`src/rtl/i2cm_pkg.sv`:
```
// ----------------------------------------------------------------------------
// i2cm_pkg
// Types and constants shared by the I2C master bit engine.
// ----------------------------------------------------------------------------
`default_nettype none

package i2cm_pkg;

	localparam int TIMER_WIDTH = 16;
	localparam int HALF_W      = 16;
	localparam int APB_AW      = 3;
	localparam int APB_DW      = 32;

	// register index, taken from paddr[2]
	localparam logic REG_HALF_PERIOD = 1'b0;
	localparam logic [HALF_W-1:0] HALF_PERIOD_RST = HALF_W'(250);

	// command codes on the mode field
	localparam logic [2:0] MODE_START = 3'd0;
	localparam logic [2:0] MODE_STOP  = 3'd1;
	localparam logic [2:0] MODE_WRITE = 3'd2;
	localparam logic [2:0] MODE_READ  = 3'd3;
	localparam logic [2:0] MODE_ACK   = 3'd4;

	localparam logic [3:0] WRITE_BITS = 4'd9;  // eight data bits plus ACK slot
	localparam logic [3:0] READ_BITS  = 4'd8;
	localparam logic [3:0] ACK_BITS   = 4'd1;
	localparam logic [3:0] DATA_BITS  = 4'd8;

	typedef enum logic [5:0] {
		OP_IDLE  = 6'b000001,
		OP_START = 6'b000010,
		OP_STOP  = 6'b000100,
		OP_WRITE = 6'b001000,
		OP_READ  = 6'b010000,
		OP_ACK   = 6'b100000
	} op_t;

	typedef struct packed {
		logic       cmd_valid;
		logic [2:0] mode;
		logic [7:0] write_byte;
		logic       ack_level;
		logic       sda_in;
	} cmd_item_t;

	typedef struct packed {
		logic       scl_drive;
		logic       sda_drive;
		logic       busy_res;
		logic       done_res;
		logic [7:0] read_byte;
		logic       ack_seen;
	} res_item_t;

endpackage

`default_nettype wire

```
`src/rtl/i2cm_apb_regs.sv`:
```
// ----------------------------------------------------------------------------
// i2cm_apb_regs
// APB register bank holding the SCL half period.
// ----------------------------------------------------------------------------
`default_nettype none

module i2cm_apb_regs import i2cm_pkg::*; (
	input  wire logic              clk,
	input  wire logic              arst_n,
	input  wire logic              psel,
	input  wire logic              penable,
	input  wire logic              pwrite,
	input  wire logic [APB_AW-1:0] paddr,
	input  wire logic [APB_DW-1:0] pwdata,
	output logic      [APB_DW-1:0] prdata,
	output logic                   pready,
	output logic      [HALF_W-1:0] half_period
);

	logic [HALF_W-1:0] half_q;
	logic              wr_en;

	assign pready = 1'b1;
	assign wr_en  = psel && penable && pwrite && pready && (paddr[2] == REG_HALF_PERIOD);

	always_ff @(posedge clk or negedge arst_n) begin
		if (!arst_n) begin
			half_q <= HALF_PERIOD_RST;
		end else if (wr_en) begin
			half_q <= pwdata[HALF_W-1:0];
		end
	end

	always_comb begin
		unique case (paddr[2])
			REG_HALF_PERIOD: prdata = APB_DW'(half_q);
			default:         prdata = '0;
		endcase
	end

	assign half_period = half_q;

endmodule

`default_nettype wire

```
`config.mk`:
```
export PLATFORM = sky130hd
export DESIGN_NAME = i2cm_apb_regs
export DESIGN_NICKNAME = d
export VERILOG_FILES = /design/src/rtl/i2cm_pkg.sv /design/src/rtl/i2cm_apb_regs.sv
export SDC_FILE = /design/constraint.sdc
export NUM_CORES = 1
export LEC_CHECK = 0
export ABC_CLOCK_PERIOD_IN_PS = 2250
export BUFFER_PORTS_ARGS = -buffer_cell sky130_fd_sc_hd__buf_2
export CAP_MARGIN = 20
export CORE_ASPECT_RATIO = 0.8
export CORE_UTILIZATION = 38
export CTS_CLUSTER_DIAMETER = 120
export DETAILED_ROUTE_END_ITERATION = 7
export PLACE_DENSITY = 0.8
export SETUP_SLACK_MARGIN = 0.4
export SYNTH_ARGS = -nofsm -noshare
export SYNTH_HDL_FRONTEND = slang
export SYNTH_SLANG_ARGS = --single-unit
```
`constraint.sdc`:
```
create_clock -name clk -period 2.25 [get_ports clk]
set_input_delay 0.1125 -clock clk [delete_from_list [all_inputs] [get_ports clk]]
set_output_delay 0.1125 -clock clk [all_outputs]
set_load 0.02 [all_outputs]
```
Word-level counts from Yosys, hierarchy flattened

Index checks and enable logic that the tools add are counted.

Register bits after elaboration: 16
Input port bits: 40
Word-level logic and storage cells: 6

Multiplexer cells: 1
Bitwise gates (word level): 1
Reductions and logical operators: 3

Operators by type and width:

| kind              | count |
|---|---|
| $mux 16           | 1 |
| $logic_and 1x1->1 | 3 |
| $not 1->1         | 1 |

Logic depth before layout (Yosys ltp)

Gate-level depths: netlist (run 1).

Depth in word-level cells: 3
Mapped depth: 3
Mapped depth without buffers: 2

Least setup slack after synthesis (run 1)

Ideal clock, no wire load.

Kind: register to output
Start: register half_q[4] (netlist: half_period[4])
End: output prdata[4]
Arrival time: 0.935 ns
Setup slack: 1.202 ns
Stages on the path, launching flop included: 2
Buffers on the path: 0
Cell sequence: dfstp_2 nor2b_1

Cells in the longest elaborated chain, start to end: 1

RTL lines:

| element                  | RTL line            | source |
|---|---|---|
| start: declaration       | i2cm_apb_regs.sv:20 | `logic [HALF_W-1:0] half_q;` |
| start signal: assignment | i2cm_apb_regs.sv:30 | `half_q <= pwdata[HALF_W-1:0];` |
| $mux 16                  | i2cm_apb_regs.sv:35 | `unique case (paddr[2])` |
| end: declaration         | i2cm_apb_regs.sv:15 | `output logic [APB_DW-1:0] prdata,` |

No other way between the ends.

Worst setup path in the final report (run 1)

Start: register half_q[6] (netlist: half_period[6])
End: output prdata[6]

Same word-level chain as after synthesis.

==> results of run 1 <==
-- cell type report --
class                   count  area share, %
multi-input cells          50          35.48
clock buffers               4          3.118
well taps                  25          2.688
flip-flops and latches     16          35.05
repair buffers             54          23.66
-- worst paths after layout --
check | end | slack [ns] | cells after the start
max | prdata[6] | 1.01 | 2
min | half_period[14]$_DFFE_PN0P_ | 0.05 | 2
max reg2reg | half_period[11]$_DFFE_PN0P_ | 1.48 | 1
min reg2reg | half_period[12]$_DFFE_PN0P_ | 0.53 | 1
max in group asynchronous | half_period[6]$_DFFE_PN1P_ | 1.70 | 2
min in group asynchronous | half_period[0]$_DFFE_PN0P_ | 0.25 | 2
-- power groups by stage --
stage               clock network, mW  registers [mW]  logic (mW)
finish                          0.187           0.410       0.408
global route                    0.210           0.422       0.436
CTS                             0.195           0.411       0.414
detailed placement                  0           0.414       0.411
global placement                    0           0.411       0.405
floorplan                           0           0.495       0.217
-- kinds of logic after synthesis --
family,after synthesis,synth area share (%)
buffers and inverters,19,15.72
flip-flops,16,44.97
multiplexers,16,24.00
other,2,0.8279
AND/OR/NAND/NOR,17,14.48
-- synth_stat cells (all sizes together) --
library cell   n  area, um2
dfrtp         10      250.2
dfstp          6      157.7
nand4b         1      23.77
buf           18      138.9
clkbuf         1      3.750
and2b          6      45.04
mux2          16      217.7
conb           2      7.510
nor2b         10      62.56
-- repair_timing --
item                      CTS  global route
hold buffers                1             0
gates resized for setup     0             0
hold endpoints to repair   10             0
-- worst max-delay path, cell delays in order, from the launching register on --
cell	delay (ns)
dfstp_2	0.55
nor2b_1	0.13
buf_2	0.17
-- metal layers --
metal	vias to the layer above	wire length, um
met5	-	0
met4	0	0
li1	299	-
met3	0	151
met2	43	763
met1	288	639
-- through the flow --
step                      instances  power, mW  hold WS (ns)  utilization (%)
after detailed placement        144     0.8250       0.04236            50.88
after global placement          144     0.8163       0.03529            50.88
after floorplan                  85     0.7118       -0.1831                -
after CTS                       149      1.019       0.04590            52.99
final                           149      1.005       0.05261            52.99
after global routing            149      1.068       0.04093            52.99
==> impl_metrics.json, run 1 <==
{
  "outcome": "finished, final reports clean",
  "cts_buffers": 3,
  "gp_congestion": 0.6689,
  "final.min_clock_period_ns": 1.236,
  "tns_ns": 0,
  "postCtsSetupRepairBufs": 0,
  "via_count": 630,
  "avgSynthCellArea_um2": 12.96,
  "placed_area_um2": 1117,
  "htree_levels": 1,
  "crit_fanout": 3,
  "p_sw_mw": 0.3628,
  "cts_root_buf": "clkbuf_4",
  "drt_wl_total_um": 1554,
  "hp-class": "in2reg",
  "r2r_start": "half_period[11]$_DFFE_PN0P_",
  "hpwlAfterDp_um": 1193,
  "mostFrequentLayoutCells": "buf_2, conb_1, nor2b_1, mux2_4, dfrtp_1",
  "grt_first_pass_wirelength_um": 2525,
  "ant_nets": 0,
  "overflow": 0,
  "power_density_nw_per_um2": 864.1,
  "clockPowerShare_pct": 18.6,
  "clkSinkCount": 16,
  "netlist_area_um2": 907.1,
  "fillCellCount": 199,
  "worstPathArrival_ns": 1.12,
  "finClkSkew_ns": 0,
  "cts.reportedPaths.clkPinSlew_ns": 0.10,
  "diodes": 0,
  "worstHoldStart": "pwdata[14]",
  "finalNetCount": 165,
  "grtUsageTotal_pct": 13.14,
  "pre_cts_slack_ns": 0.9373,
  "met1_usage_pct": 15.18,
  "grtUsageMet2_pct": 24.24,
  "drt-vias-per-instance": 4.228,
  "dieArea_um2": 2588,
  "firstDrtPassIters": 1,
  "antenna_found_initial": 0,
  "yosys_warnings": 0,
  "synthToLayoutAreaGrowth_pct": 28.28,
  "placementRows": 15,
  "ys_types": 11,
  "busiest_layer": "met2",
  "end_kind": "primary output",
  "met3_usage_pct": 2.557,
  "setup_ws_ns": 1.014,
  "drc_errors": 0,
  "maxCapViolations": 0,
  "grt_pass1_vias": 597,
  "die_w_um": 56.63,
  "rsz0062_at_grt": "false",
  "fp.dieH_um": 45.70,
  "ys_ff_latch": 16,
  "ioPinCount": 89,
  "switching_share_pct": 36.08,
  "syn_inst": 70,
  "core_area_um2": 2196,
  "largest_register_ffs": 16,
  "seq_area_frac_synth_pct": 44.97,
  "cts_tree": "built",
  "p_comb_share_pct": 40.6,
  "multiInputGateArea_um2": 412.9,
  "wl_per_cell_um": 10.43,
  "slew_violations": 0,
  "final_common_cell": "buf_2",
  "finalHoldViolations": 0,
  "path_class": "reg2out",
  "insertion_delay_ns": 0.28,
  "internal_power_mw": 0.6426,
  "fmax_mhz": 809.3,
  "seq_area_um2": 407.9,
  "startpoint_type": "flop",
  "cts_buffer_depth": 2,
  "finalInstanceArea_um2": 1164,
  "fin_crit_sh_pct": 54.92,
  "finalSetupViolCount": 0,
  "crit_start": "half_period[6]$_DFFE_PN1P_",
  "io_buffers": 53,
  "drtIter0Drc": 0,
  "peakVddDrop_mv": 0.4753,
  "leakage_nw": 0.6823,
  "grt_max_degree": 18,
  "seqPwrFrac_pct": 40.8,
  "cp.required_ns": 2.14,
  "initial_core_util_pct": 41.31,
  "layout-drive-gt1-share_pct": 64.52
}
Note: power is estimated with default switching activity, not from simulation.
==> run 2: changes to the inputs <==
- ABC_CLOCK_PERIOD_IN_PS: 2250 -> 1100
- CORE_UTILIZATION: 38 -> 32
- PLACE_DENSITY: 0.8 -> 0.71
- clock period: 2.25 -> 1.1 ns (I/O delays scaled with it)
==> impl_metrics.json, run 2 (synthesized netlist as in run 1, its figures left out) <==
{
  "die_w_um": 61.53,
  "hp-class": "in2reg",
  "cp_slowest_cell": "dfstp_2",
  "met2_length_um": 1186,
  "cts_tree": "built",
  "finClkSkew_ns": 0,
  "drt_wl_total_um": 2252,
  "maxCapViolations": 0,
  "cp.required_ns": 1.04,
  "largest_register_ffs": 16,
  "core_area_um2": 2562,
  "initial_core_util_pct": 35.40,
  "rsz0062_at_grt": "true",
  "worstPathArrival_ns": 1.10,
  "peakVddDrop_mv": 0.8189,
  "insertion_delay_ns": 0.28,
  "p_sw_mw": 0.8804,
  "hold_depth": 2,
  "leakage_nw": 0.8848,
  "hpwlAfterDp_um": 1489,
  "firstDrtPassIters": 3,
  "startpoint_type": "flop",
  "cp_num_cells": 2,
  "grt_first_pass_wirelength_um": 3353,
  "antenna_found_initial": 0,
  "diodes": 0,
  "r2r_start": "half_period[9]$_DFFE_PN0P_",
  "drc_errors": 0,
  "crit_fanout": 3,
  "crit_family": "flip-flops",
  "cpPeakStageDelay_ns": 0.56,
  "power_mw": 2.686,
  "layout-drive-gt1-share_pct": 81.29,
  "slew_violations": 0,
  "reg2reg_depth": 2,
  "finalNetCount": 180,
  "htree_levels": 1,
  "hold_buffers": 1,
  "final.min_clock_period_ns": 1.157,
  "dieArea_um2": 3053,
  "p_comb_share_pct": 53.0,
  "fp.dieH_um": 49.62,
  "violations": "negative hold slack, negative setup slack",
  "end_kind": "primary output",
  "cts_buffer_depth": 2,
  "route.met3.wl_um": 214,
  "crit_path_cell_trace": "nor2b_4, buf_6",
  "worst_hold_slack_ns": -0.008265,
  "switching_share_pct": 32.78,
  "worstHoldStart": "pwdata[1]",
  "cts.reportedPaths.clkPinSlew_ns": 0.09,
  "finalHoldViolations": 8,
  "top_layer_used": "met4",
  "grt_max_degree": 17,
  "power_density_nw_per_um2": 1644,
  "path_class": "reg2out",
  "gp_congestion": 0.6417,
  "grtUsageTotal_pct": 15.50,
  "setup_ws_ns": -0.05736,
  "placementRows": 16,
  "clkSinkCount": 16,
  "via_count": 712,
  "crit_start": "half_period[4]$_DFFE_PN1P_",
  "overflow": 0,
  "io_buffers": 53,
  "met1_length_um": 837,
  "ant_nets": 0,
  "clockPowerShare_pct": 14.3,
  "path_buf_inv": 1,
  "cts_buffers": 3,
  "seqPwrFrac_pct": 32.7,
  "grt_pass1_vias": 717,
  "outcome": "complete, but fails checks",
  "placed_area_um2": 1259,
  "mostFrequentLayoutCells": "buf_6, buf_2, conb_1",
  "finalSetupViolCount": 7,
  "tns_ns": -0.2945,
  "fin_crit_sh_pct": 105.2,
  "cts_root_buf": "clkbuf_4",
  "internal_power_mw": 1.805,
  "wl_per_cell_um": 12.87,
  "fmax_mhz": 864.0,
  "final_common_cell": "buf_6",
  "ioPinCount": 89,
  "finalInstanceArea_um2": 1634,
  "synthToLayoutAreaGrowth_pct": 80.14,
  "drtIter0Drc": 11,
  "drt-vias-per-instance": 4.069
}
[run 2: power groups by stage]
stage | sequential [mW] | clock (mW) | combinational (mW)
finish | 0.878 | 0.384 | 1.42
global route | 0.898 | 0.425 | 1.50
CTS | 0.881 | 0.400 | 1.28
detailed placement | 0.868 | 0 | 0.934
global placement | 0.858 | 0 | 0.918
floorplan | 1.03 | 0 | 0.520
[run 2: worst paths after layout]
path                                                to  slack (ns)
setup / recovery                             prdata[4]       -0.06
hold / removal              half_period[1]$_DFFE_PN1P_      -0.008
setup reg to reg            half_period[9]$_DFFE_PN0P_        0.20
hold reg to reg            half_period[14]$_DFFE_PN0P_        0.56
max in group asynchronous   half_period[1]$_DFFE_PN1P_        0.59
min in group asynchronous   half_period[8]$_DFFE_PN0P_        0.21
[run 2: repair_timing]
action                     4_1_cts  5_1_grt
setup buffers                    5        6
setup endpoints to repair       48       48
hold endpoints to repair        29       13
resized for setup               66       10
[run 2: layer usage]
metal	vias to the layer above	GRT usage [%]
met1	333	16.50
met3	2	6.824
met2	46	27.60
met5	-	0
li1	331	-
met4	0	3.333
[run 2: final cells by class]
| cell class | count | area [um2] |
|---|---|---|
| clock buffer | 4 | 36.28 |
| fill | 214 | 928.4 |
| multi-input combinational | 50 | 513.0 |
| sequential | 16 | 415.4 |
| tap | 36 | 45.04 |
| timing repair buffer | 69 | 624.3 |
[run 2: worst reg2reg max path, stage by stage (launching register included)]
cell,delay [ns]
dfrtp_1,0.43
buf_6,0.13
mux2_4,0.24
[run 2: per-stage QoR]
step / setup WS (ns) / cells / hold WS [ns] / utilization [%]
global route: -0.09954 / 175 / -0.01979 / 63.77
CTS: -0.06218 / 169 / -0.01683 / 60.60
floorplan: 0.2437 / 85 / -0.2406 / -
detailed placement: 0.1411 / 159 / -0.008279 / 49.12
finish: -0.05736 / 175 / -0.008265 / 63.77
global placement: 0.1576 / 159 / -0.01645 / 49.12
