File: config.mk
export PLATFORM = sky130hd
export DESIGN_NAME = i2cm_engine
export DESIGN_NICKNAME = d
export VERILOG_FILES = /design/src/rtl/i2cm_pkg.sv /design/src/rtl/i2cm_engine.sv
export SDC_FILE = /design/constraint.sdc
export NUM_CORES = 1
export LEC_CHECK = 0
export BUFFER_PORTS_ARGS = -buffer_cell sky130_fd_sc_hd__buf_2
export CORE_ASPECT_RATIO = 0.8
export CORE_UTILIZATION = 46
export DETAILED_ROUTE_END_ITERATION = 8
export PLACE_DENSITY = 0.63
export SETUP_SLACK_MARGIN = 0.3
export SYNTH_ARGS = -nofsm -noshare
export SYNTH_HDL_FRONTEND = slang
export SYNTH_SLANG_ARGS = --single-unit
File: constraint.sdc
create_clock -name clk -period 7.6 [get_ports clk]
set_clock_uncertainty 0.05 [all_clocks]
set_input_delay 0.76 -clock clk [delete_from_list [all_inputs] [get_ports clk]]
set_output_delay 0.76 -clock clk [all_outputs]
set_load 0.02 [all_outputs]
File: src/rtl/i2cm_pkg.sv
// ----------------------------------------------------------------------------
// i2cm_pkg
// Types and constants shared by the I2C master bit engine.
// ----------------------------------------------------------------------------
`default_nettype none

package i2cm_pkg;

	localparam int TIMER_WIDTH = 16;
	localparam int HALF_W      = 16;
	localparam int APB_AW      = 3;
	localparam int APB_DW      = 32;

	// register index, taken from paddr[2]
	localparam logic REG_HALF_PERIOD = 1'b0;
	localparam logic [HALF_W-1:0] HALF_PERIOD_RST = HALF_W'(250);

	// command codes on the mode field
	localparam logic [2:0] MODE_START = 3'd0;
	localparam logic [2:0] MODE_STOP  = 3'd1;
	localparam logic [2:0] MODE_WRITE = 3'd2;
	localparam logic [2:0] MODE_READ  = 3'd3;
	localparam logic [2:0] MODE_ACK   = 3'd4;

	localparam logic [3:0] WRITE_BITS = 4'd9;  // eight data bits plus ACK slot
	localparam logic [3:0] READ_BITS  = 4'd8;
	localparam logic [3:0] ACK_BITS   = 4'd1;
	localparam logic [3:0] DATA_BITS  = 4'd8;

	typedef enum logic [5:0] {
		OP_IDLE  = 6'b000001,
		OP_START = 6'b000010,
		OP_STOP  = 6'b000100,
		OP_WRITE = 6'b001000,
		OP_READ  = 6'b010000,
		OP_ACK   = 6'b100000
	} op_t;

	typedef struct packed {
		logic       cmd_valid;
		logic [2:0] mode;
		logic [7:0] write_byte;
		logic       ack_level;
		logic       sda_in;
	} cmd_item_t;

	typedef struct packed {
		logic       scl_drive;
		logic       sda_drive;
		logic       busy_res;
		logic       done_res;
		logic [7:0] read_byte;
		logic       ack_seen;
	} res_item_t;

endpackage

`default_nettype wire

File: src/rtl/i2cm_engine.sv
// ----------------------------------------------------------------------------
// i2cm_engine
// Bus state and per-tick next-state logic of the bit engine.
// ----------------------------------------------------------------------------
`default_nettype none

module i2cm_engine import i2cm_pkg::*; (
	input  wire logic              clk,
	input  wire logic              arst_n,
	input  wire logic              step,
	input  wire cmd_item_t         item,
	input  wire logic [HALF_W-1:0] half_period,
	output res_item_t              res
);

	localparam int CW = (TIMER_WIDTH > HALF_W) ? TIMER_WIDTH : HALF_W;
	localparam logic [CW-1:0] TIMER_MAX = CW'({TIMER_WIDTH{1'b1}});

	op_t                    op_q, op_n;
	logic [1:0]             phase_q, phase_n;
	logic [3:0]             bit_cnt_q, bit_cnt_n;
	logic [7:0]             shift_q, shift_n;
	logic [TIMER_WIDTH-1:0] timer_q, timer_n, timer_dec;
	logic                   scl_q, scl_n;
	logic                   sda_q, sda_n;
	logic [7:0]             rd_q, rd_n;
	logic                   ack_q, ack_n;
	logic                   done;
	logic                   ended;
	logic [3:0]             last;
	logic [CW-1:0]          h_ext;
	logic [TIMER_WIDTH-1:0] seg_len;

	// SDA during the low half of a bit
	function automatic logic low_half_sda(op_t op, logic [3:0] bc, logic [7:0] sh);
		logic drive;
		drive = ((op == OP_WRITE) && (bc < DATA_BITS)) || (op == OP_ACK);
		return drive ? sh[7] : 1'b1;
	endfunction

	always_comb begin
		h_ext = CW'(half_period);
		if (h_ext == '0) begin
			h_ext = CW'(1);
		end
		if (h_ext > TIMER_MAX) begin
			h_ext = TIMER_MAX;
		end
		seg_len = h_ext[TIMER_WIDTH-1:0];
	end

	assign timer_dec = timer_q - TIMER_WIDTH'(1);

	always_comb begin
		op_n      = op_q;
		phase_n   = phase_q;
		bit_cnt_n = bit_cnt_q;
		shift_n   = shift_q;
		timer_n   = timer_q;
		scl_n     = scl_q;
		sda_n     = sda_q;
		rd_n      = rd_q;
		ack_n     = ack_q;
		done      = 1'b0;
		ended     = 1'b0;
		last      = ACK_BITS;

		if (op_q == OP_IDLE) begin
			if (item.cmd_valid && (item.mode <= MODE_ACK)) begin
				phase_n   = 2'd0;
				bit_cnt_n = 4'd0;
				unique case (item.mode)
					MODE_START: begin
						op_n  = OP_START;
						sda_n = 1'b1;
					end
					MODE_STOP: begin
						op_n  = OP_STOP;
						sda_n = 1'b0;
					end
					MODE_WRITE: begin
						op_n    = OP_WRITE;
						shift_n = item.write_byte;
						scl_n   = 1'b0;
						sda_n   = item.write_byte[7];
					end
					MODE_READ: begin
						op_n    = OP_READ;
						shift_n = 8'd0;
						scl_n   = 1'b0;
						sda_n   = 1'b1;
					end
					default: begin
						op_n    = OP_ACK;
						shift_n = {item.ack_level, 7'd0};
						scl_n   = 1'b0;
						sda_n   = item.ack_level;
					end
				endcase
				timer_n = seg_len;
			end
		end else begin
			timer_n = timer_dec;
			if (timer_dec == '0) begin
				if ((op_q == OP_START) || (op_q == OP_STOP)) begin
					phase_n = phase_q + 2'd1;
					if (phase_n == 2'd1) begin
						scl_n = 1'b1;
					end else if (phase_n == 2'd2) begin
						sda_n = (op_q == OP_START) ? 1'b0 : 1'b1;
					end else begin
						if (op_q == OP_START) begin
							scl_n = 1'b0;
						end
						ended = 1'b1;
					end
				end else if (phase_q == 2'd0) begin
					phase_n = 2'd1;
					scl_n   = 1'b1;
				end else begin
					if (op_q == OP_WRITE) begin
						if (bit_cnt_q >= DATA_BITS) begin
							ack_n = item.sda_in;
						end else begin
							shift_n = {shift_q[6:0], 1'b0};
						end
						last = WRITE_BITS;
					end else if (op_q == OP_READ) begin
						shift_n = {shift_q[6:0], item.sda_in};
						last    = READ_BITS;
					end
					bit_cnt_n = bit_cnt_q + 4'd1;
					if (bit_cnt_n >= last) begin
						scl_n = 1'b0;
						if (op_q == OP_READ) begin
							rd_n = shift_n;
						end
						ended = 1'b1;
					end else begin
						phase_n = 2'd0;
						scl_n   = 1'b0;
						sda_n   = low_half_sda(op_q, bit_cnt_n, shift_n);
					end
				end
				if (ended) begin
					op_n      = OP_IDLE;
					phase_n   = 2'd0;
					bit_cnt_n = 4'd0;
					timer_n   = '0;
					done      = 1'b1;
				end else begin
					timer_n = seg_len;
				end
			end
		end
	end

	always_ff @(posedge clk or negedge arst_n) begin
		if (!arst_n) begin
			op_q      <= OP_IDLE;
			phase_q   <= 2'd0;
			bit_cnt_q <= 4'd0;
			shift_q   <= 8'd0;
			timer_q   <= '0;
			scl_q     <= 1'b1;
			sda_q     <= 1'b1;
			rd_q      <= 8'd0;
			ack_q     <= 1'b1;
		end else if (step) begin
			op_q      <= op_n;
			phase_q   <= phase_n;
			bit_cnt_q <= bit_cnt_n;
			shift_q   <= shift_n;
			timer_q   <= timer_n;
			scl_q     <= scl_n;
			sda_q     <= sda_n;
			rd_q      <= rd_n;
			ack_q     <= ack_n;
		end
	end

	// result of this tick, shown after the update
	always_comb begin
		res.scl_drive = scl_n;
		res.sda_drive = sda_n;
		res.busy_res  = (op_n != OP_IDLE);
		res.done_res  = done;
		res.read_byte = rd_n;
		res.ack_seen  = ack_n;
	end

endmodule

`default_nettype wire

# Word-level counts from Yosys, hierarchy flattened
# Cells that the tools add are included.
# word_totals
output_inout_bits,13
elab_cells,132
register_bits,47
inputBits,33
# classes
n_addsub,3
mux,81
n_reduce_logical,15
n_lt_le_gt_ge,5
eq_ne,19
# ops
op,n
8-bit two-way mux,14
16-bit two-way mux,6
4-bit two-way mux,12
1-bit two-way mux,35
16-bit zero test,2
6-bit two-way mux,4
6-bit case mux with 4 select lines,1
8-bit case mux with 3 select lines,1
"16-bit greater-than comparator, second input constant",1
"16-bit by 1-bit subtractor with 16-bit output, second input constant",1
2-bit two-way mux,7
"3-bit by 2-bit equality test with 1-bit output, second input constant",2
"6-bit by 1-bit equality test with 1-bit output, second input constant",1
"6-bit by 2-bit equality test with 1-bit output, second input constant",1
"6-bit by 3-bit equality test with 1-bit output, second input constant",1
"6-bit by 4-bit equality test with 1-bit output, second input constant",1
"6-bit by 5-bit equality test with 1-bit output, second input constant",1
"6-bit equality test, second input constant",1
"2-bit inequality test, second input constant",3
"3-bit by 2-bit inequality test with 1-bit output, second input constant",2
"6-bit by 1-bit inequality test with 1-bit output, second input constant",1
6-bit AND reduction,1
"5-bit by 4-bit inequality test with 1-bit output, second input constant",1
5-bit AND reduction,1
other kinds (19),22

# Depth between registers and ports, before layout
# logic_depth
ltp_word,17
depth_mapped,12
ltp_nobuf,10

# Least setup slack after synthesis
# Ideal clock, no wire load.
# synth_path
kind,register -> output
start,register op_q[1]
end,output res[5] (netlist name)
required_ps,6790
n_path_buf,2
stages_incl_launch_ff,11
path_slack_ps,3872
arrival_time_ps,2918
cell_sequence,dfrtp_1 -> nor4_1 -> o21ai_0 -> ha_1 -> nor2_1 -> a21oi_1 -> nor4b_1 -> nand4_1 -> buf_2 -> buf_2 -> o21ai_0
# synth_lines
item,line_no,source
from (decl),i2cm_engine.sv:19,"op_t op_q, op_n;"
from (signal assigned),i2cm_engine.sv:170,op_q <= op_n;
to (decl),i2cm_engine.sv:13,output res_item_t res

==> impl_summary.txt <==
----------------------------------------------------
[Synthesis]
  Post-Syn Area per Cell ... between 8 and 9 um^2
  Syn nets ... 450
  Synth unique cells ... 67
  Leading cell types by total area after synthesis ... sky130_fd_sc_hd__dfrtp_1 31%, sky130_fd_sc_hd__o21ai_0 5.0%, sky130_fd_sc_hd__a22o_1 4.7%
  Sequential fraction of the synthesis area ... roughly 34%
  Yosys warning count ... 0
  Synth async-reset ratio ... 100%
  Count of mapped cells out of synthesis ... 408
  Commonest cells post-synth ... 43 x sky130_fd_sc_hd__dfrtp_1, 39 x sky130_fd_sc_hd__nor2_1, 35 x sky130_fd_sc_hd__o21ai_0, 34 x sky130_fd_sc_hd__nand2_1, 19 x sky130_fd_sc_hd__a22o_1
  Area of the mapped netlist ... 0.00351 mm^2
  Number of enable flip-flop cells after synthesis ... 0
  Dominant synthesized flop cell ... sky130_fd_sc_hd__dfrtp_1
  Post-synthesis register bit count ... 47
  Dominant cell by count in the synthesized netlist ... sky130_fd_sc_hd__dfrtp_1
  Area fraction of the dominant cell type after synthesis ... 30.7%
  Leading area contributor after synthesis ... sky130_fd_sc_hd__dfrtp_1

[Setup path]
  CP Capture Point ... res[1]
  Highest net fanout along the worst path ... 30
  Type of the setup path with the least slack ... reg2out
  Register-to-register setup slack ... 3.55 ns
  Sort of element at the end of the critical path ... primary output
  Endpoint of the lowest-slack register-to-register path ... rd_q[0]
  Worst setup path startpoint ... op_q[1]
  Number of cells on the worst reg-to-reg path ... 9
  Worst setup SP type ... flop
  Crit path DAT ... 4.24 ns
  Worst EP required ... 6.79 ns
  Startpoint of the worst-slack reg-to-reg timing path ... op_q[1]

[CTS]
  Setup Buffers After CTS ... 0
  Number of buffers created by CTS ... 5
  Count of cells resized by post-cts repair ... 0
  Clk Latency, worst-skew pair ... 0.30 ns
  Hold buffer count at cts ... 0
  Number of sinks on the clock net ... 47
  TritonCTS clock tree ... built
  CTS H-Tree Depth ... 2
  Buffer depth of the longest clock path ... 2
  Clk Tree Root Cell ... sky130_fd_sc_hd__clkbuf_8
  Clock slew at reported path FFs ... ~0.10 ns

[Routing]
  Total vias in the final route ... approximately 3300
  Wirelength per Cell ... 18.1 um
  Via-per-instance ratio ... approximately 6.1
  Iter 0 DRT Violations ... 263
  Remaining antenna violation count after routing ... 0
  Count of TritonRoute iterations in the first routing pass ... 5
  Residual DRC ... 0
  Total wire length after detailed routing ... 9820 um

[Job]
  MaxCap Viol Count ... 0

[Final layout]
  Final Net Count ... 480
  Area added between synthesis and finish ... 11.2%
  Layout cells sized above 1 ... 18.0%
  Ant diodes ... 0
  Fin util ... between 50 and 60%
  Fillers ... roughly 710

[Place]
  Setup WS pre-CTS ... slightly below 3 ns
  Number of buffers inserted by port buffering ... 45
  Routability congestion estimate ... 0.883
  Half-perimeter wire length after placement ... 7270 um

[Global routing]
  Total track usage ... 25.8%
  GRT Residual Overflow ... 0
  Largest net degree at the start of global routing ... 48
  Antenna violations before repair ... 0
  Wire length of the first global-routing pass ... 15900 um
  Number of global-route vias before repair ... roughly 3000

[Power]
  P_leak ... 1.57 nW
  Total power density per cell area ... 275 mW/mm^2
  Worst vdd ir ... 0.149 mV
  Overall power ... 1.07 mW

[Outcome]
  Outcome ... complete, no violations

[Timing]
  Worst slew margin ... 21.0%
  Final setup margin ... 2.55 ns
  Setup TNS after final layout ... 0 ns
  Worst Hold Slack ... 0.460 ns
  Number of endpoints failing setup at the final stage ... 0
  Final-report hold violation count ... 0
  Unrepaired setup endpoints after global routing ... no
  Final min period ... just over 5 ns
  Final period util ... 66.5%
  Max-slew violation count ... 0
  FMAX ... 198 MHz
  Tightest Pin Transition ... 1.18 ns

[Hold path]
  Hold crit path type ... reg2reg

[Die]
  Effective utilization at floorplan ... about 47%
  Overall die height ... between 80 and 90 um
  Die area ... around 0.0080 mm^2
  Row Count ... 28
  Core region area ... 0.00739 mm^2
  I/O Pins ... between 40 and 50
  Width of the die ... between 90 and 100 um

----------------------------------------------------
-- power breakdown --
part	total, mW	switching [mW]	leakage [nW]	internal [mW]
clock network	0.224	0.0925	0.0654	0.132
logic	0.413	0.240	0.931	0.173
registers	0.436	0.119	0.569	0.317
total	1.07	0.451	1.57	0.622
-- routing by layer --
layer / track usage, % / wire length [um] / vias up
met2: 34.4 / 3950 / 111
li1: - / - / 1596
met1: 42.0 / 5090 / 1616
met4: 3.97 / 66 / 0
met5: 0 / 0 / -
met3: 5.40 / 713 / 6
-- worst max-delay path, cell delays in order (launching register included) --
cell and delay (ns):
sky130_fd_sc_hd__dfrtp_1 0.45, sky130_fd_sc_hd__nor4_1 0.78, sky130_fd_sc_hd__o21ai_0 0.23, sky130_fd_sc_hd__ha_1 0.34
sky130_fd_sc_hd__nor2_1 0.04, sky130_fd_sc_hd__a21oi_1 0.29, sky130_fd_sc_hd__nor4b_1 0.27, sky130_fd_sc_hd__nand4_1 0.79
sky130_fd_sc_hd__mux2_2 0.57, sky130_fd_sc_hd__buf_2 0.16
-- layout by cell type (no fill, tap or decap), drive strengths merged, types with 3 or more instances in the layout --
cell type  count
nand3         16
a22o          19
dfrtp         43
nor3b          6
clkbuf         6
dfstp          4
xnor2          5
o21ai         35
mux2i         10
a21oi         14
nor2b          7
a32o           3
a22oi          4
a221o          6
a21o           3
ha             9
nand4          5
nor3          13
inv           14
nor4b          3
nand3b         3
o211ai         6
nor4          11
or3            4
mux2           6
nor2          39
buf           49
o31ai         11
a31oi          5
nand2         34
and2           6
-- through the flow --
stage / std cells / area, um^2
after floorplan: 408 / 3510
after global placement: 536 / 3770
after detailed placement: 536 / 3770
after CTS: 544 / 3900
after global routing: 544 / 3900
final: 544 / 3900
-- area by class of cell --
cell class | count | area, um^2 | area share, %
well taps | 105 | 131 | 3.37
flip-flops and latches | 47 | 1180 | 30.3
clock inverters | 2 | 60.1 | 1.54
inverters | 15 | 56.3 | 1.44
repair buffers | 49 | 255 | 6.54
multi-input cells | 320 | 2150 | 55.0
clock buffers | 6 | 72.6 | 1.86
-- cells by family after synthesis --
logic type	after synthesis	share of synthesized area, %
simple gates	156	23.7
compound gates	133	28.0
flops	47	33.7
buf+inv	41	5.21
mux	16	4.78
fa+ha+maj	9	3.21
xor+xnor	6	1.50
-- worst min path at each step --
stage                   end  slack [ns]  cells past startpoint    start
3_5_place_dp        rd_q[0]        0.45                      1  rd_q[0]
2_1_floorplan  bit_cnt_q[0]        0.41                      0   arst_n
3_3_place_gp        rd_q[0]        0.44                      1  rd_q[0]
4_1_cts               scl_q        0.46                      2    scl_q
6_report              scl_q        0.46                      2    scl_q
5_1_grt             rd_q[0]        0.49                      1  rd_q[0]
-- flip-flops by register name, summed over array words and instances (netlist names) --
name	flops
ack_q	1
bit_cnt_q	4
op_q	6
phase_q	2
rd_q	8
scl_q	1
sda_q	1
shift_q	8
timer_q	16
(Power assumes the default switching activity.)
